### src/rtl/cag_pkg.sv
// ----------------------------------------------------------------------------
// Collision alarm grader package
// Shared types, register indexes, level codes and reset values.
// ----------------------------------------------------------------------------
package cag_pkg;

    localparam int unsigned DIST_W  = 13;
    localparam int unsigned SPEED_W = 12;
    localparam int unsigned LIMIT_W = 7;
    localparam int unsigned CFG_W   = 13;
    localparam int unsigned IDX_W   = 3;
    localparam int unsigned SCALE_W = 17;
    localparam int unsigned PROD_W  = 24;
    localparam int unsigned CNT_W   = 4;

    localparam logic [CNT_W-1:0] HOLD_SAMPLES = 4'd3;

    localparam logic [IDX_W-1:0] REG_FRONT_WARN_DIST = 3'd0;
    localparam logic [IDX_W-1:0] REG_FRONT_CRIT_DIST = 3'd1;
    localparam logic [IDX_W-1:0] REG_TTC_WARN_LIMIT  = 3'd2;
    localparam logic [IDX_W-1:0] REG_TTC_CRIT_LIMIT  = 3'd3;
    localparam logic [IDX_W-1:0] REG_SIDE_RANGE      = 3'd4;
    localparam logic [IDX_W-1:0] REG_SIDE_MIN_SPEED  = 3'd5;
    localparam logic [IDX_W-1:0] REG_OVERSPEED_LIMIT = 3'd6;
    localparam logic [IDX_W-1:0] REG_SENSOR_MAX_DIST = 3'd7;

    localparam logic [1:0] LEVEL_NONE = 2'd0;
    localparam logic [1:0] LEVEL_WARN = 2'd1;
    localparam logic [1:0] LEVEL_CRIT = 2'd2;

    localparam logic [1:0] ALARM_QUIET  = 2'd0;
    localparam logic [1:0] ALARM_NOTICE = 2'd1;
    localparam logic [1:0] ALARM_WARN   = 2'd2;
    localparam logic [1:0] ALARM_CRIT   = 2'd3;

    typedef struct packed {
        logic [DIST_W-1:0]  front_warn_dist;
        logic [DIST_W-1:0]  front_crit_dist;
        logic [LIMIT_W-1:0] ttc_warn_limit;
        logic [LIMIT_W-1:0] ttc_crit_limit;
        logic [DIST_W-1:0]  side_range;
        logic [SPEED_W-1:0] side_min_speed;
        logic [SPEED_W-1:0] overspeed_limit;
        logic [DIST_W-1:0]  sensor_max_dist;
    } cfg_t;

    localparam cfg_t CFG_RESET = '{
        front_warn_dist: 13'd500,
        front_crit_dist: 13'd200,
        ttc_warn_limit:  7'd30,
        ttc_crit_limit:  7'd15,
        side_range:      13'd300,
        side_min_speed:  12'd200,
        overspeed_limit: 12'd1200,
        sensor_max_dist: 13'd4000
    };

    typedef struct packed {
        logic [SPEED_W-1:0] speed;
        logic [DIST_W-1:0]  front_dist;
        logic [DIST_W-1:0]  left_dist;
        logic [DIST_W-1:0]  right_dist;
        logic [SCALE_W-1:0] speed_x25;
        logic [SCALE_W-1:0] front_x9;
    } item_t;

endpackage

### src/rtl/collision_alarm_grader_unit.sv
// ----------------------------------------------------------------------------
// Collision alarm grader
// Path: a beat taken at the input is registered in the input stage, then graded
// and registered in the result register before it is shown at the output.
// Throughput: one beat per cycle; the input stage and the result register
// each hold one beat, so a stalled output backs up through both.
// Reset (asynchronous, active low) loads the default thresholds, clears the
// held level and settle counter, and empties both stages.
// ----------------------------------------------------------------------------
module collision_alarm_grader_unit
    import cag_pkg::*;
(
    input  logic               clk,
    input  logic               rst_n,
    input  logic               cfg_we,
    input  logic [IDX_W-1:0]   cfg_index,
    input  logic [CFG_W-1:0]   cfg_data,
    input  logic               in_valid,
    output logic               in_ready,
    input  logic [SPEED_W-1:0] speed,
    input  logic [DIST_W-1:0]  front_dist,
    input  logic [DIST_W-1:0]  left_dist,
    input  logic [DIST_W-1:0]  right_dist,
    output logic               out_valid,
    input  logic               out_ready,
    output logic [1:0]         collision_level,
    output logic               blind_left,
    output logic               blind_right,
    output logic [1:0]         alarm_level,
    output logic               ttc_active
);

    cfg_t  cfg;
    item_t item;
    logic  item_valid;
    logic  item_take;

    cag_cfg_regs u_cfg_regs (
        .clk       (clk),
        .rst_n     (rst_n),
        .cfg_we    (cfg_we),
        .cfg_index (cfg_index),
        .cfg_data  (cfg_data),
        .cfg       (cfg)
    );

    cag_input_stage u_input_stage (
        .clk        (clk),
        .rst_n      (rst_n),
        .in_valid   (in_valid),
        .in_ready   (in_ready),
        .speed      (speed),
        .front_dist (front_dist),
        .left_dist  (left_dist),
        .right_dist (right_dist),
        .item_valid (item_valid),
        .item_take  (item_take),
        .item       (item)
    );

    cag_grade u_grade (
        .clk             (clk),
        .rst_n           (rst_n),
        .cfg             (cfg),
        .item_valid      (item_valid),
        .item_take       (item_take),
        .item            (item),
        .out_valid       (out_valid),
        .out_ready       (out_ready),
        .collision_level (collision_level),
        .blind_left      (blind_left),
        .blind_right     (blind_right),
        .alarm_level     (alarm_level),
        .ttc_active      (ttc_active)
    );

`ifndef SYNTHESIS
    // The collision level never takes the unused code.
    assert property (@(posedge clk) disable iff (!rst_n)
        out_valid |-> (collision_level <= LEVEL_CRIT))
        else $error("collision level out of range");

    // A held critical level always yields the critical alarm.
    assert property (@(posedge clk) disable iff (!rst_n)
        (out_valid && (collision_level == LEVEL_CRIT)) |-> (alarm_level == ALARM_CRIT))
        else $error("critical level without critical alarm");

    // Input backpressure only arises from a full pipe with a stalled output.
    assert property (@(posedge clk) disable iff (!rst_n)
        !in_ready |-> (out_valid && !out_ready))
        else $error("input stalled without output stall");
`endif

endmodule

### src/rtl/cag_cfg_regs.sv
// ----------------------------------------------------------------------------
// Collision alarm grader configuration registers
// Write-only register file with reset defaults and width truncation.
// ----------------------------------------------------------------------------
module cag_cfg_regs
    import cag_pkg::*;
(
    input  logic             clk,
    input  logic             rst_n,
    input  logic             cfg_we,
    input  logic [IDX_W-1:0] cfg_index,
    input  logic [CFG_W-1:0] cfg_data,
    output cfg_t             cfg
);

    cfg_t cfg_reg;

    always_ff @(posedge clk or negedge rst_n)
    begin
        if (!rst_n)
        begin
            cfg_reg <= CFG_RESET;
        end
        else if (cfg_we)
        begin
            unique case (cfg_index)
                REG_FRONT_WARN_DIST: cfg_reg.front_warn_dist <= cfg_data;
                REG_FRONT_CRIT_DIST: cfg_reg.front_crit_dist <= cfg_data;
                REG_TTC_WARN_LIMIT:  cfg_reg.ttc_warn_limit  <= cfg_data[LIMIT_W-1:0];
                REG_TTC_CRIT_LIMIT:  cfg_reg.ttc_crit_limit  <= cfg_data[LIMIT_W-1:0];
                REG_SIDE_RANGE:      cfg_reg.side_range      <= cfg_data;
                REG_SIDE_MIN_SPEED:  cfg_reg.side_min_speed  <= cfg_data[SPEED_W-1:0];
                REG_OVERSPEED_LIMIT: cfg_reg.overspeed_limit <= cfg_data[SPEED_W-1:0];
                REG_SENSOR_MAX_DIST: cfg_reg.sensor_max_dist <= cfg_data;
                default: ;
            endcase
        end
    end

    assign cfg = cfg_reg;

endmodule

### src/rtl/cag_input_stage.sv
// ----------------------------------------------------------------------------
// Collision alarm grader input stage
// Captures one sensor beat and pre-scales speed and front distance.
// ----------------------------------------------------------------------------
module cag_input_stage
    import cag_pkg::*;
(
    input  logic               clk,
    input  logic               rst_n,
    input  logic               in_valid,
    output logic               in_ready,
    input  logic [SPEED_W-1:0] speed,
    input  logic [DIST_W-1:0]  front_dist,
    input  logic [DIST_W-1:0]  left_dist,
    input  logic [DIST_W-1:0]  right_dist,
    output logic               item_valid,
    input  logic               item_take,
    output item_t              item
);

    logic  valid_reg;
    logic  valid_next;
    item_t item_reg;
    item_t item_next;
    logic  load;

    assign in_ready = !valid_reg || item_take;
    assign load     = in_valid && in_ready;

    always_comb
    begin
        item_next.speed      = speed;
        item_next.front_dist = front_dist;
        item_next.left_dist  = left_dist;
        item_next.right_dist = right_dist;
        item_next.speed_x25  = {{(SCALE_W-SPEED_W){1'b0}}, speed} * 17'd25;
        item_next.front_x9   = {{(SCALE_W-DIST_W){1'b0}}, front_dist} * 17'd9;
        valid_next           = load || (valid_reg && !item_take);
    end

    always_ff @(posedge clk or negedge rst_n)
    begin
        if (!rst_n)
        begin
            valid_reg <= 1'b0;
        end
        else
        begin
            valid_reg <= valid_next;
        end
    end

    always_ff @(posedge clk)
    begin
        if (load)
        begin
            item_reg <= item_next;
        end
    end

    assign item_valid = valid_reg;
    assign item       = item_reg;

endmodule

### src/rtl/cag_grade.sv
// ----------------------------------------------------------------------------
// Collision alarm grader decision stage
// Grades risk, filters de-escalation and registers the result beat.
// ----------------------------------------------------------------------------
module cag_grade
    import cag_pkg::*;
(
    input  logic        clk,
    input  logic        rst_n,
    input  cfg_t        cfg,
    input  logic        item_valid,
    output logic        item_take,
    input  item_t       item,
    output logic        out_valid,
    input  logic        out_ready,
    output logic [1:0]  collision_level,
    output logic        blind_left,
    output logic        blind_right,
    output logic [1:0]  alarm_level,
    output logic        ttc_active
);

    logic [1:0]       held_reg;
    logic [1:0]       held_next;
    logic [CNT_W-1:0] settle_count_reg;
    logic [CNT_W-1:0] settle_count_next;
    logic [CNT_W-1:0] settle_inc;
    logic             out_valid_reg;
    logic [1:0]       level_reg;
    logic             blind_left_reg;
    logic             blind_right_reg;
    logic [1:0]       alarm_reg;
    logic             active_reg;
    logic             active;
    logic [PROD_W-1:0] prod_warn;
    logic [PROD_W-1:0] prod_crit;
    logic             ttc_warn;
    logic             ttc_crit;
    logic             crit;
    logic             warn;
    logic [1:0]       inst;
    logic             bl;
    logic             br;
    logic [1:0]       alarm_next;

    assign item_take = item_valid && (!out_valid_reg || out_ready);

    always_comb
    begin
        active    = (item.speed != '0) && (item.front_dist < cfg.sensor_max_dist);
        prod_warn = {{(PROD_W-LIMIT_W){1'b0}}, cfg.ttc_warn_limit}
                  * {{(PROD_W-SCALE_W){1'b0}}, item.speed_x25};
        prod_crit = {{(PROD_W-LIMIT_W){1'b0}}, cfg.ttc_crit_limit}
                  * {{(PROD_W-SCALE_W){1'b0}}, item.speed_x25};
        ttc_warn  = active && (item.front_dist != '0)
                  && ({{(PROD_W-SCALE_W){1'b0}}, item.front_x9} < prod_warn);
        ttc_crit  = active && (item.front_dist != '0)
                  && ({{(PROD_W-SCALE_W){1'b0}}, item.front_x9} < prod_crit);
        crit      = (item.front_dist < cfg.front_crit_dist) || ttc_crit;
        warn      = (item.front_dist < cfg.front_warn_dist) || ttc_warn;
        inst      = crit ? LEVEL_CRIT : (warn ? LEVEL_WARN : LEVEL_NONE);

        settle_inc        = settle_count_reg + 4'd1;
        held_next         = held_reg;
        settle_count_next = '0;
        if (inst > held_reg)
        begin
            held_next = inst;
        end
        else if (inst < held_reg)
        begin
            if (settle_inc >= HOLD_SAMPLES)
            begin
                held_next = inst;
            end
            else
            begin
                settle_count_next = settle_inc;
            end
        end

        bl = (item.speed > cfg.side_min_speed) && (item.left_dist < cfg.side_range);
        br = (item.speed > cfg.side_min_speed) && (item.right_dist < cfg.side_range);

        if (held_next == LEVEL_CRIT)
        begin
            alarm_next = ALARM_CRIT;
        end
        else if (held_next == LEVEL_WARN)
        begin
            alarm_next = ALARM_WARN;
        end
        else if (bl || br || (item.speed > cfg.overspeed_limit))
        begin
            alarm_next = ALARM_NOTICE;
        end
        else
        begin
            alarm_next = ALARM_QUIET;
        end
    end

    always_ff @(posedge clk or negedge rst_n)
    begin
        if (!rst_n)
        begin
            held_reg         <= LEVEL_NONE;
            settle_count_reg <= '0;
            out_valid_reg    <= 1'b0;
        end
        else
        begin
            if (item_take)
            begin
                held_reg         <= held_next;
                settle_count_reg <= settle_count_next;
                out_valid_reg    <= 1'b1;
            end
            else if (out_ready)
            begin
                out_valid_reg <= 1'b0;
            end
        end
    end

    always_ff @(posedge clk)
    begin
        if (item_take)
        begin
            level_reg       <= held_next;
            blind_left_reg  <= bl;
            blind_right_reg <= br;
            alarm_reg       <= alarm_next;
            active_reg      <= active;
        end
    end

    assign out_valid       = out_valid_reg;
    assign collision_level = level_reg;
    assign blind_left      = blind_left_reg;
    assign blind_right     = blind_right_reg;
    assign alarm_level     = alarm_reg;
    assign ttc_active      = active_reg;

endmodule
### config.mk
export PLATFORM = sky130hd
export DESIGN_NAME = collision_alarm_grader_unit
export DESIGN_NICKNAME = d
export VERILOG_FILES = /design/src/rtl/cag_pkg.sv /design/src/rtl/collision_alarm_grader_unit.sv /design/src/rtl/cag_cfg_regs.sv /design/src/rtl/cag_input_stage.sv /design/src/rtl/cag_grade.sv
export SDC_FILE = /design/constraint.sdc
export NUM_CORES = 1
export LEC_CHECK = 0
export ABC_AREA = 1
export BUFFER_PORTS_ARGS = -buffer_cell sky130_fd_sc_hd__buf_2
export CAP_MARGIN = 20
export CORE_MARGIN = 5
export CORE_UTILIZATION = 55
export DETAILED_ROUTE_END_ITERATION = 8
export PLACE_DENSITY_LB_ADDON = 0.1
export SYNTH_ARGS = -nofsm -noshare
export SYNTH_HDL_FRONTEND = slang
export SYNTH_SLANG_ARGS = --single-unit
### constraint.sdc
create_clock -name clk -period 10.1 [get_ports clk]
set_input_delay 0 -clock clk [delete_from_list [all_inputs] [get_ports clk]]
set_output_delay 0 -clock clk [all_outputs]
set_load 0.02 [all_outputs]
# After elaboration in Yosys (flattened, before gate mapping)
# Cells that the tools add are included.
[totals] n_memories=0 rom_bits=0 output_inout_bits=9 register_bits=190 word_cells=94 ramBits=0 inputBits=72 latch_bits=0
[classes] shifts=0 n_bitwise=0 n_mul=4 div_mod_pow=0 magnitude_cmp=12 reduce_logical=32 eq_ne=9 add_sub_neg=1 mux=12
[ops] cell="13-bit < comparator" n=5
[ops] cell="17-bit by 24-bit < comparator with 1-bit output" n=2
[ops] cell="7-bit by 17-bit multiplier with 24-bit output" n=2
[ops] cell="12-bit > comparator" n=2
[ops] cell="12-bit by 5-bit multiplier with 17-bit output (second input constant)" n=1
[ops] cell="13-bit by 4-bit multiplier with 17-bit output (second input constant)" n=1
[ops] cell="2-bit AND reduction" n=8
[ops] cell="13-bit nonzero test" n=1
[ops] cell="3-bit equality test (second input constant)" n=4
[ops] cell="4-bit 2-to-1 mux" n=3
[ops] cell="12-bit nonzero test" n=1
[ops] cell="1-bit logical AND" n=9
[ops] cell="2-bit 2-to-1 mux" n=4
[ops] cell="1-bit logical OR" n=7
[ops] cell="3-bit by 2-bit equality test with 1-bit output (second input constant)" n=2
[ops] cell="1-bit 2-to-1 mux" n=5
[ops] cell="4-bit by 1-bit adder with 4-bit output (second input constant)" n=1
[ops] cell="4-bit by 2-bit >= comparator with 1-bit output (second input constant)" n=1
[ops] cell="3-bit by 1-bit equality test with 1-bit output (second input constant)" n=1
[ops] cell="1-bit logical NOT" n=3
[ops] cell="3-bit logical NOT" n=1
[ops] cell="2-bit by 1-bit equality test with 1-bit output (second input constant)" n=1
[ops] cell="2-bit equality test (second input constant)" n=1
[ops] cell="2-bit > comparator" n=1
[ops] cell="other kinds (3)" n=3

# Longest topological paths before layout
# Gate-level depths: netlist of the first run.
[depth] depth_word=12 ltp_mapped=45 depth_no_buf=43

# By module
# A second synthesis of the first run with hierarchy kept.
[hier_totals] cells_unflattened=2610 area_unflattened_um2=20002.9
[by_module_without_submodules] module="cag_grade" instances=1 cells_each=1792 area_each_um2=11927.7 seq_area_each_um2=385.4
[by_module_without_submodules] module="cag_input_stage" instances=1 cells_each=408 area_each_um2=4459.3 seq_area_each_um2=2397.3
[by_module_without_submodules] module="cag_cfg_regs" instances=1 cells_each=410 area_each_um2=3616.0 seq_area_each_um2=2294.7

# Worst setup path after synthesis of the first run
# No wires, ideal clock.
[synth_timing] kind="reg2reg" start="reg u_cfg_regs.cfg_reg (netlist bit u_cfg_regs.cfg[61])" end="reg u_grade.alarm_reg[0] (netlist: u_grade.alarm_level[0]) (data pin)" period_less_slack_ns=7.072 setup_slack_ns=3.028 setup_time_ns=0.262 t_required_ns=9.838 path_buffers=2 t_arrival_ns=6.810 stages_incl_launch_ff=37 path_cell_list="dfstp_2 > clkbuf_1 > clkbuf_1 > nand2_1 > fa_1 > fa_1 > inv_1 > fa_1 > inv_1 > fa_1 > inv_1 > ha_1 > nand2_1 > nor3_1 > a21oi_1 > o31ai_1 > xnor2_1 > ha_1 > nand3_1 > inv_1 > a21oi_1 > nand2_1 > nand2_1 > nand2_1 > nand3_1 > nand2_1 > nand2_1 > nand3_1 > ha_1 > o211ai_1 > a21boi_0 > or2_2 > nand2_2 > inv_1 > ha_1 > a31oi_1 > or2_2"
[synth_between] elab_chain_len=11 word_cells_on_any_way=14 classes_between="1 x mul; 3 x order compare; 2 x eq/ne; 6 x mux; 2 x reduce/logical"
[synth_lines] element="start, declared" line_no="cag_cfg_regs.sv:16" text="cfg_t cfg_reg;"
[synth_lines] element="7-bit by 17-bit multiplier with 24-bit output *" line_no="cag_grade.sv:52" text="* {{(PROD_W-SCALE_W){1'b0}}, item.speed_x25};"
[synth_lines] element="17-bit by 24-bit < comparator with 1-bit output *" line_no="cag_grade.sv:56" text="&& ({{(PROD_W-SCALE_W){1'b0}}, item.front_x9} < prod_warn);"
[synth_lines] element="1-bit logical AND *" line_no="cag_grade.sv:56"
[synth_lines] element="1-bit logical OR *" line_no="cag_grade.sv:60" text="warn = (item.front_dist < cfg.front_warn_dist) || ttc_warn;"
[synth_lines] element="1-bit 2-to-1 mux *" line_no="cag_grade.sv:61" text="inst = crit ? LEVEL_CRIT : (warn ? LEVEL_WARN : LEVEL_NONE);"
[synth_lines] element="2-bit 2-to-1 mux *" line_no="cag_grade.sv:61"
[synth_lines] element="2-bit < comparator" line_no="cag_grade.sv:70" text="else if (inst < held_reg)"
[synth_lines] element="2-bit 2-to-1 mux" line_no="cag_grade.sv:70"
[synth_lines] element="2-bit 2-to-1 mux *" line_no="cag_grade.sv:66" text="if (inst > held_reg)"
[synth_lines] element="named net u_grade.held_next[1]" line_no="cag_grade.sv:24" text="logic [1:0] held_next;"
[synth_lines] element="2-bit by 1-bit equality test with 1-bit output" line_no="cag_grade.sv:89" text="else if (held_next == LEVEL_WARN)"
[synth_lines] element="1-bit 2-to-1 mux" line_no="cag_grade.sv:89"
[synth_lines] element="end signal, assigned" line_no="cag_grade.sv:133" text="alarm_reg <= alarm_next;"
[synth_lines] element="end, declared" line_no="cag_grade.sv:32" text="logic [1:0] alarm_reg;"
# Mark *: on every way through the listed nets, which the timed path passes. The rest lies on a longest branch.
# A chain may end at the register's enable or synchronous reset.

# Worst setup path after layout of the first run
[layout_timing] start="reg u_input_stage.item_reg (netlist bit u_input_stage.item[19])" end="reg u_grade.alarm_reg[0] (netlist: u_grade.alarm_level[0]) (data pin)"
[layout_between] elab_chain_len=11 word_cells_on_any_way=18 classes_between="2 x mul; 4 x order compare; 2 x eq/ne; 6 x mux; 4 x reduce/logical"
[layout_lines] element="start, declared" line_no="cag_input_stage.sv:23" text="item_t item_reg;"
[layout_lines] element="start signal, assigned" line_no="cag_input_stage.sv:57" text="item_reg <= item_next;"
[layout_lines] element="7-bit by 17-bit multiplier with 24-bit output" line_no="cag_grade.sv:52"
[layout_lines] element="17-bit by 24-bit < comparator with 1-bit output" line_no="cag_grade.sv:56"
[layout_lines] element="1-bit logical AND" line_no="cag_grade.sv:56"
[layout_lines] element="1-bit logical OR" line_no="cag_grade.sv:60"
[layout_lines] element="1-bit 2-to-1 mux" line_no="cag_grade.sv:61"
[layout_lines] element="2-bit 2-to-1 mux *" line_no="cag_grade.sv:61"
[layout_lines] element="2-bit < comparator" line_no="cag_grade.sv:70"
[layout_lines] element="2-bit 2-to-1 mux" line_no="cag_grade.sv:70"
[layout_lines] element="2-bit 2-to-1 mux *" line_no="cag_grade.sv:66"
[layout_lines] element="named net u_grade.held_next[1]" line_no="cag_grade.sv:24"
[layout_lines] element="2-bit by 1-bit equality test with 1-bit output" line_no="cag_grade.sv:89"
[layout_lines] element="1-bit 2-to-1 mux" line_no="cag_grade.sv:89"
# Marked as above.

==> results.yml, run 1 <==
run_status:
  outcome: "finished with violations"
  violations: "negative hold slack"
yosys:
  ys_ff_latch: 184
  synth-warning-count: 0
  netlist_instances: 2336
  async_flop_share_pct: 53.26
  synth_cell_types: 46
  syn_area_sq_um: 19050
  synth_edf_count: 86
  ys_seq_area_share_pct: 26.66
  synthFlopType: "edfxtp_1"
  syn-num-nets: 2830
  syn_avg_cell_area_sq_um: 8.154
worst_hold_path:
  min_path_type: "input pin to flip-flop"
route:
  drt_first_pass_iters: 5
  vias: 15080
  drt_iter0_drc: 773
  vias_per_cell: 5.172
  wl_per_cell_um: 16.18
  wirelength_um: 47170
  drc: 0
  ant_nets: 0
placed_design:
  io_buffers: 80
  place_hpwl_um: 36880
  postPlaceCellArea_sq_um: 19820
  place_inst: 2813
  gp_congestion: 0.8899
layout:
  drive_above_1_share_pct: 7.724
  area_delta_synth_final_pct: 10.88
  design_area_sq_um: 21120
  largest_register_ffs: 90
  finish.net_count: 2941
  final_cells: 2915
  antenna_cells: 0
critical_path:
  arrival_ns: 8.16
  path_max_fanout: 17
  cp_top_family: "adder cells"
  slowest_stage: "edfxtp_1"
  worstPathRequired_ns: 10.30
  path_class: "flip-flop to flip-flop"
  end_kind: "flip-flop"
  path_buf_inv: 5
  cpMostUsedCell: "nand2_1"
  slowest_delay_ns: 0.90
  start_kind: "flip-flop"
cts:
  clockRootBuffer: "clkbuf_16"
  cts_tree: "yes"
  clockBufferDepth: 2
  clock-sinks: 184
  cts_resized: 0
  clk_pin_slew_ns: 0.07
  clk_latency_ns: 0.44
  cts_buffers: 17
  cts_max_level: 4
global_route:
  grt_use_total_pct: 25.40
  gr-total-overflow: 0
  grt_pass1_wl_um: 78230
  grt_start_max_net_pins: 59
  grt_pass1_vias: 15560
  grt_antenna_before_repair: 0
timing:
  fin_crit_ns: 7.965
  relSlewSlack_pct: 44.07
  setup_violations: 0
  fmax_mhz: 125.5
  rsz0062_at_grt: "no"
  worst_slew_pin_slew_ns: 0.8390
  drv_slew: 0
  clock_skew_ns: 0.01046
  timing.setup.tns_ns: 0
  whs_ns: -0.03868
  hold_viol: 2
  fin_crit_sh_pct: 78.86
floorplanning:
  io_pins: 81
  die_area_sq_um: 38460
  row_count: 68
  start_util_pct: 55.42
  die_width_um: 196.1
  fp.coreArea_sq_um: 34370
  die_h_um: 196.1
power:
  p_per_area_nw_per_um2: 340.9
  total_power_mw: 7.199
  p_leak_nw: 11.78
  ir_drop_mv: 0.2538
flow_run:
  maxCapViolations: 0
## placed cells by master (no fill, tap or decap), types with 3 or more instances in the layout
master         Yosys  final
o21a_1             4      4
nand3_2            5      5
o21ai_0          122    122
dfrtp_1           64     64
xnor2_1           20     20
nand4_1           20     20
nor2_2             3      3
edfxtp_1          86     86
a21o_1             3      3
nand2_1          580    580
xor2_1            32     32
nor3_2             2      3
inv_6              0      5
or2_2              3      3
dfstp_2           34     34
ha_1             266    266
o211ai_1           5      5
o21bai_1           7      7
inv_8              0      3
nor4_1             5      5
buf_2              0     79
a31oi_1            9      9
nand2_2           13     13
buf_4              0      3
clkbuf_16          0     18
and2_1             4      4
inv_1            547    546
fa_1             156    156
a21oi_1          118    118
nor2_4             5      5
dlygate4sd3_1      0     69
nand3_1           53     53
nor2_1            70     70
inv_2              5      5
nor3_1            14     13
## through the flow
stage / setup WS (ns) / util (%)
after floorplan: 3.028 / -
after global placement: 2.422 / 57.65
after detailed placement: 2.240 / 57.65
after CTS: 2.214 / 61.38
after global routing: 1.670 / 61.44
final: 2.135 / 61.44
## layer usage
layer,routed length (um),part of all wire [%],up-vias,track usage (%)
li1,-,-,7464,-
met1,20860,44,7277,33.14
met2,23500,50,283,44.77
met3,1925,4.1,51,3.521
met4,891,1.9,0,6.491
met5,0,0,-,0
## worst min-delay path: stages
cell and delay (ns):
buf_2 0.10, nand2_1 0.09, nor3_2 0.07, nand2_1 0.05
o21ai_0 0.07
## worst paths after layout
check                           slack [ns]                              endpoint                              from  depth (start not counted)
worst max-delay path                  2.13  u_grade.alarm_level[0]$_SDFFCE_PN1P_  u_input_stage.item[19]$_DFFE_PP_                         34
worst min-delay path                 -0.04        u_cfg_regs.cfg[10]$_DFFE_PN1P_                            cfg_we                          5
worst max register to register        2.13  u_grade.alarm_level[0]$_SDFFCE_PN1P_  u_input_stage.item[19]$_DFFE_PP_                         34
worst min register to register        0.48       u_grade.held_reg[1]$_DFFE_PN0P_   u_grade.held_reg[1]$_DFFE_PN0P_                          2
max in group asynchronous             8.87         u_cfg_regs.cfg[4]$_DFFE_PN0P_                             rst_n                          3
min in group asynchronous             0.07        u_cfg_regs.cfg[21]$_DFFE_PN0P_                             rst_n                          2
## cell families (layout without fill, tap and decap cells)
family | after synthesis | in the layout | synth area share (%)
compound gates | 284 | 284 | 8.027
xor+xnor | 52 | 52 | 2.391
fa+ha+maj | 422 | 422 | 33.87
buf+inv | 612 | 736 | 12.06
flops | 184 | 184 | 26.66
simple gates | 782 | 782 | 17.00
## cell usage after synthesis (4+ instances only)
cell,n,share of area [%]
xor2_1,32,1.5
inv_2,5,0.099
dfrtp_1,64,8.4
fa_1,156,16
nor2_4,5,0.30
nand2_1,580,11
clkbuf_1,52,1.0
nor4_1,5,0.16
nand3_1,53,1.4
dfstp_2,34,4.7
o21bai_1,7,0.28
a31oi_1,9,0.30
inv_1,547,11
nand4_1,20,0.66
buf_1,8,0.16
edfxtp_1,86,14
o21ai_0,122,3.2
nand2_2,13,0.43
ha_1,266,17
and2_1,4,0.13
xnor2_1,20,0.92
nand3_2,5,0.26
o21a_1,4,0.16
o211ai_1,5,0.20
nor3_1,14,0.37
a21oi_1,118,3.1
nor2_1,70,1.4
## power breakdown
| part | internal [mW] | switching, mW | leakage (nW) | total (mW) |
|---|---|---|---|---|
| sequential | 0.960 | 0.204 | 1.99 | 1.16 |
| combinational | 1.98 | 3.37 | 9.50 | 5.35 |
| clock | 0.350 | 0.331 | 0.297 | 0.681 |
## timing repair
action / 4_1_cts / 5_1_grt
buffers inserted: 0 / 0
hold buffers: 68 / 1
hold endpoints to repair: 142 / 1
## final cells by class
type,instances,area (sq um)
Sequential cell,184,5077
Fill cell,3047,13250
Multi-Input combinational cell,1540,11680
Tap cell,455,569.3
Timing Repair Buffer,152,1120
Clock inverter,13,143.9
Inverter,552,2073
Clock buffer,19,457.9
No activity file was read; power rests on OpenSTA's default activity.
==> run 2, diff against run 1 <==
- ABC_AREA: 1 -> 0
- clock period: 10.1 -> 8 ns (I/O delays scaled with it)
==> results.yml, run 2 <==
critical_path:
  slowest_delay_ns: 0.62
  path_class: "flip-flop to flip-flop"
  start_kind: "flip-flop"
  r2r_slack_ns: 0.11
  worstPathRequired_ns: 8.20
  r2r-start: "u_cfg_regs.cfg[52]$_DFFE_PN1P_"
  slowest_stage: "dfstp_2"
  path_max_fanout: 6
  end_kind: "flip-flop"
  startpoint: "u_cfg_regs.cfg[52]$_DFFE_PN1P_"
  reg2reg_depth: 32
  arrival_ns: 8.09
worst_hold_path:
  hold_start: "cfg_data[0]"
  min_path_type: "input pin to flip-flop"
  hold_depth: 2
layout:
  area_delta_synth_final_pct: 18.64
  layout_commonest_cell: "inv_1"
  drive_above_1_share_pct: 19.25
  final_cell_mix: "inv_1, ha_1, nand2_1"
  finish.net_count: 2658
  largest_register_ffs: 90
  antenna_cells: 0
yosys:
  yosysTopAreaCell: "ha_1"
  synth_edf_count: 86
  synthTopCellsByArea: "ha_1, fa_1, edfxtp_1"
  syn-num-nets: 2410
  ys_ff_latch: 184
  ys_seq_area_share_pct: 26.93
  synth.top_cell.area_share_pct: 17.65
  synth-warning-count: 0
  synthFlopType: "edfxtp_1"
  syn_area_sq_um: 18850
  netlist_instances: 1916
  synth_cell_types: 74
  synthTopCellsByCount: "inv_1, ha_1, nand2_1, fa_1, and2_1"
  async_flop_share_pct: 53.26
  syn_avg_cell_area_sq_um: 9.840
  yosys.cell_count.top_type: "inv_1"
global_route:
  grt_use_total_pct: 26.48
  grt_antenna_before_repair: 0
  grt_pass1_vias: 15300
  busiest_layer: "met2"
  gr-usage-met3_pct: 3.050
  gr-total-overflow: 0
  grt_start_max_net_pins: 71
  use_met1_pct: 36.68
  met2_usage_pct: 44.83
  grt_pass1_wl_um: 80920
timing:
  clock_skew_ns: 0.01075
  worst_slew_pin_slew_ns: 0.9396
  rsz0062_at_grt: "yes"
  fmax_mhz: 126.7
  fin_crit_sh_pct: 98.66
  whs_ns: 0.06861
  fin_crit_ns: 7.893
  drv_slew: 0
  relSlewSlack_pct: 37.36
  hold_viol: 0
  setup_violations: 0
route:
  drt_first_pass_iters: 6
  wl_per_cell_um: 18.67
  vias_per_cell: 5.559
  ant_nets: 0
  wirelength_um: 49000
  drt_iter0_drc: 882
  vias: 14590
  drc: 0
cts:
  clk_latency_ns: 0.45
  cts_tree: "yes"
  clockRootBuffer: "clkbuf_16"
  cts_max_level: 4
  cts_buffers: 17
  clockBufferDepth: 2
  clk_pin_slew_ns: 0.08
  clock-sinks: 184
flow_run:
  maxCapViolations: 0
floorplanning:
  start_util_pct: 55.94
  die_width_um: 195.1
  io_pins: 81
  die_h_um: 195.1
  fp.coreArea_sq_um: 33700
  die_area_sq_um: 38080
  row_count: 67
placed_design:
  place_hpwl_um: 37300
  io_buffers: 80
  gp_congestion: 0.8858
run_status:
  outcome: "finished, final reports clean"
[run 2: repair_timing]
action,4_1_cts,5_1_grt
buffers inserted,17,15
pin swaps,8,53
hold buffers,69,0
resized for setup,24,73
setup endpoints to repair,1,3
endpoints found under the hold margin,133,0
[run 2: cell families after synthesis]
logic type,count (synthesis),share of synthesized area [%]
and+or+nand+nor,501,13.83
AOI/OAI and AO/OA,335,11.93
muxes,58,3.458
buffers and inverters,366,7.307
DFF,184,26.93
xor gates and xnor gates,50,2.323
adders and majority gates,422,34.22
[run 2: path summary, 6_finish.rpt]
kind,end
max,u_grade.alarm_level[0]$_SDFFCE_PN1P_
min,u_cfg_regs.cfg[37]$_DFFE_PN0P_
max reg2reg,u_grade.alarm_level[0]$_SDFFCE_PN1P_
min reg2reg,u_cfg_regs.cfg[82]$_DFFE_PN1P_
max in group asynchronous,u_cfg_regs.cfg[56]$_DFFE_PN0P_
min in group asynchronous,u_cfg_regs.cfg[73]$_DFFE_PN0P_
[run 2: metrics by stage]
step / area, sq um / TNS (ns) / setup slack [ns] / cells / util, %
final: 22370 / 0 / 0.1072 / 2625 / 66.37
after global routing: 22370 / -0.1352 / -0.1352 / 2625 / 66.37
after CTS: 21930 / 0 / 0.008070 / 2610 / 65.09
after detailed placement: 20400 / -0.1366 / -0.1366 / 2492 / 60.53
after global placement: 20400 / -0.06600 / -0.06600 / 2492 / 60.53
after floorplan: 18850 / 0 / 0.1671 / 1916 / -
[run 2: critical path, delay by kind of cell, from the launching register on]
family | cells | cell delay (ns)
compound gates | 10 | 2.18
flops | 1 | 0.62
buf+inv | 5 | 0.38
xor+xnor | 1 | 0.15
simple gates | 7 | 0.90
fa+ha+maj | 8 | 3.04
mux | 1 | 0.33
[run 2: area by class of cell]
class	count	area, sq um
clock buffers	21	493.0
inverters	312	1171
well taps	448	560.5
flip-flops and latches	184	5081
clock inverters	11	146.4
multi-input cells	1366	12780
repair buffers	283	2131
fillers	2695	11330
[run 2: per-layer routing]
layer  up-vias  wire length [um]
met4         0              1215
met5         -                 0
met3        61              2442
met2       376             23660
li1       6953                 -
met1      7202             21680
Power of run 2 is left out: the tool's default activity adds up to more than one toggle a clock period on the data nets, which glitch-free logic cannot reach.
==> run 3, diff against run 2 <==
- clock period: 8 -> 8.15 ns (I/O delays scaled with it)
==> results.yml, run 3 (synthesis results as in run 2) <==
critical_path:
  path_buf_inv: 6
  start_kind: "flip-flop"
  slowest_stage: "fa_1"
  cp_num_cells: 32
  reg2reg_depth: 32
  worstPathRequired_ns: 8.35
  slowest_delay_ns: 0.54
  path_class: "flip-flop to flip-flop"
  path_max_fanout: 5
  cp_top_family: "adder cells"
  arrival_ns: 8.11
  end_kind: "flip-flop"
timing:
  timing.setup.tns_ns: 0
  setup_slack_ns: 0.2315
  fmax_mhz: 126.3
  setup_violations: 0
  clock_skew_ns: 0.01554
  relSlewSlack_pct: 37.18
  fin_crit_sh_pct: 97.16
  drv_slew: 0
  worst_slew_pin_slew_ns: 0.9423
  fin_crit_ns: 7.918
  hold_viol: 0
  whs_ns: 0.005572
layout:
  drive_above_1_share_pct: 16.76
  largest_register_ffs: 90
  final_cells: 2578
  layout_commonest_cell: "inv_1"
  antenna_cells: 0
  final_cell_mix: "inv_1, ha_1, nand2_1"
  finish.net_count: 2611
  area_delta_synth_final_pct: 16.21
cts:
  cts_buffers: 17
  clockBufferDepth: 2
  cts_max_level: 4
  clockRootBuffer: "clkbuf_16"
  clock-sinks: 184
  clk_latency_ns: 0.44
  clk_pin_slew_ns: 0.07
  cts_tree: "yes"
floorplanning:
  die_width_um: 195.1
  start_util_pct: 55.94
  die_h_um: 195.1
  die_area_sq_um: 38080
  io_pins: 81
  row_count: 67
  fp.coreArea_sq_um: 33700
placed_design:
  place_ws_ns: 0.01123
  place_hpwl_um: 37530
  place_inst: 2451
  io_buffers: 80
  gp_congestion: 0.9035
global_route:
  grt_pass1_wl_um: 78050
  gr-total-overflow: 0
  grt_start_max_net_pins: 73
  grt_antenna_before_repair: 0
  grt_use_total_pct: 25.74
  grt_pass1_vias: 14720
route:
  ant_nets: 0
  vias: 14430
  drt_iter0_drc: 768
  vias_per_cell: 5.599
  wl_per_cell_um: 18.93
  drc: 0
  drt_first_pass_iters: 5
  wirelength_um: 48790
worst_hold_path:
  min_path_type: "input pin to asynchronous set/reset pin"
flow_run:
  maxCapViolations: 0
run_status:
  outcome: "finished, final reports clean"
==> run 3: changes by cell type in the layout (fill, tap and decap cells not counted), sizes merged <==
cell | before | now
inv | 317 | 319
clkinv | 3 | 5
bufinv | 2 | 1
dlygate4sd3 | 69 | 67
clkbuf | 22 | 18
buf | 213 | 169
==> run 3: area by class of cell <==
cell class,instances,area [sq um]
fillers,2719,11790
repair buffers,236,1782
clock inverters,14,157.7
inverters,312,1171
clock buffers,18,429.2
flip-flops and latches,184,5086
multi-input cells,1366,12720
well taps,448,560.5
==> run 3: timing repair <==
item | CTS | global route
setup buffers | 2 | 26
pin swaps | 0 | 45
resized for setup | 3 | 71
setup endpoints to repair | 1 | 2
hold buffers | 67 | 0
endpoints found under the hold margin | 130 | 0
==> run 3: worst paths after layout <==
check	startpoint	to	slack (ns)
max	u_input_stage.item[23]$_DFFE_PP_	u_grade.alarm_level[0]$_SDFFCE_PN1P_	0.23
min	rst_n	u_cfg_regs.cfg[41]$_DFFE_PN0P_	0.006
max reg2reg	u_input_stage.item[23]$_DFFE_PP_	u_grade.alarm_level[0]$_SDFFCE_PN1P_	0.23
min reg2reg	u_cfg_regs.cfg[14]$_DFFE_PN0P_	u_cfg_regs.cfg[14]$_DFFE_PN0P_	0.51
max in group asynchronous	rst_n	u_cfg_regs.cfg[63]$_DFFE_PN0P_	6.81
min in group clk	cfg_data[0]	u_cfg_regs.cfg[64]$_DFFE_PN0P_	0.05
==> run 3: layer usage <==
layer	share of wire, %	routed length [um]	GRT usage [%]
met5	0	0	0
met4	1.9	942	5.586
met3	6.1	2953	4.153
met2	49	23700	43.63
met1	43	21200	35.18
==> run 3: through the flow <==
step,area [sq um],util (%)
after floorplan,18850,-
after global placement,20110,59.68
after detailed placement,20110,59.68
after CTS,21400,63.49
after global routing,21910,65.01
final,21910,65.01
==> run 3: worst register-to-register path: cells and delay by family (launching register included) <==
family                     cells  cell delay, ns
AOI/OAI and AO/OA             12            2.57
DFF                            1            0.43
and+or+nand+nor                4            0.53
xor gates and xnor gates       1            0.14
muxes                          1            0.35
adders and majority gates      8            3.11
buffers and inverters          6            0.54
Power of run 3 is left out for the same reason.
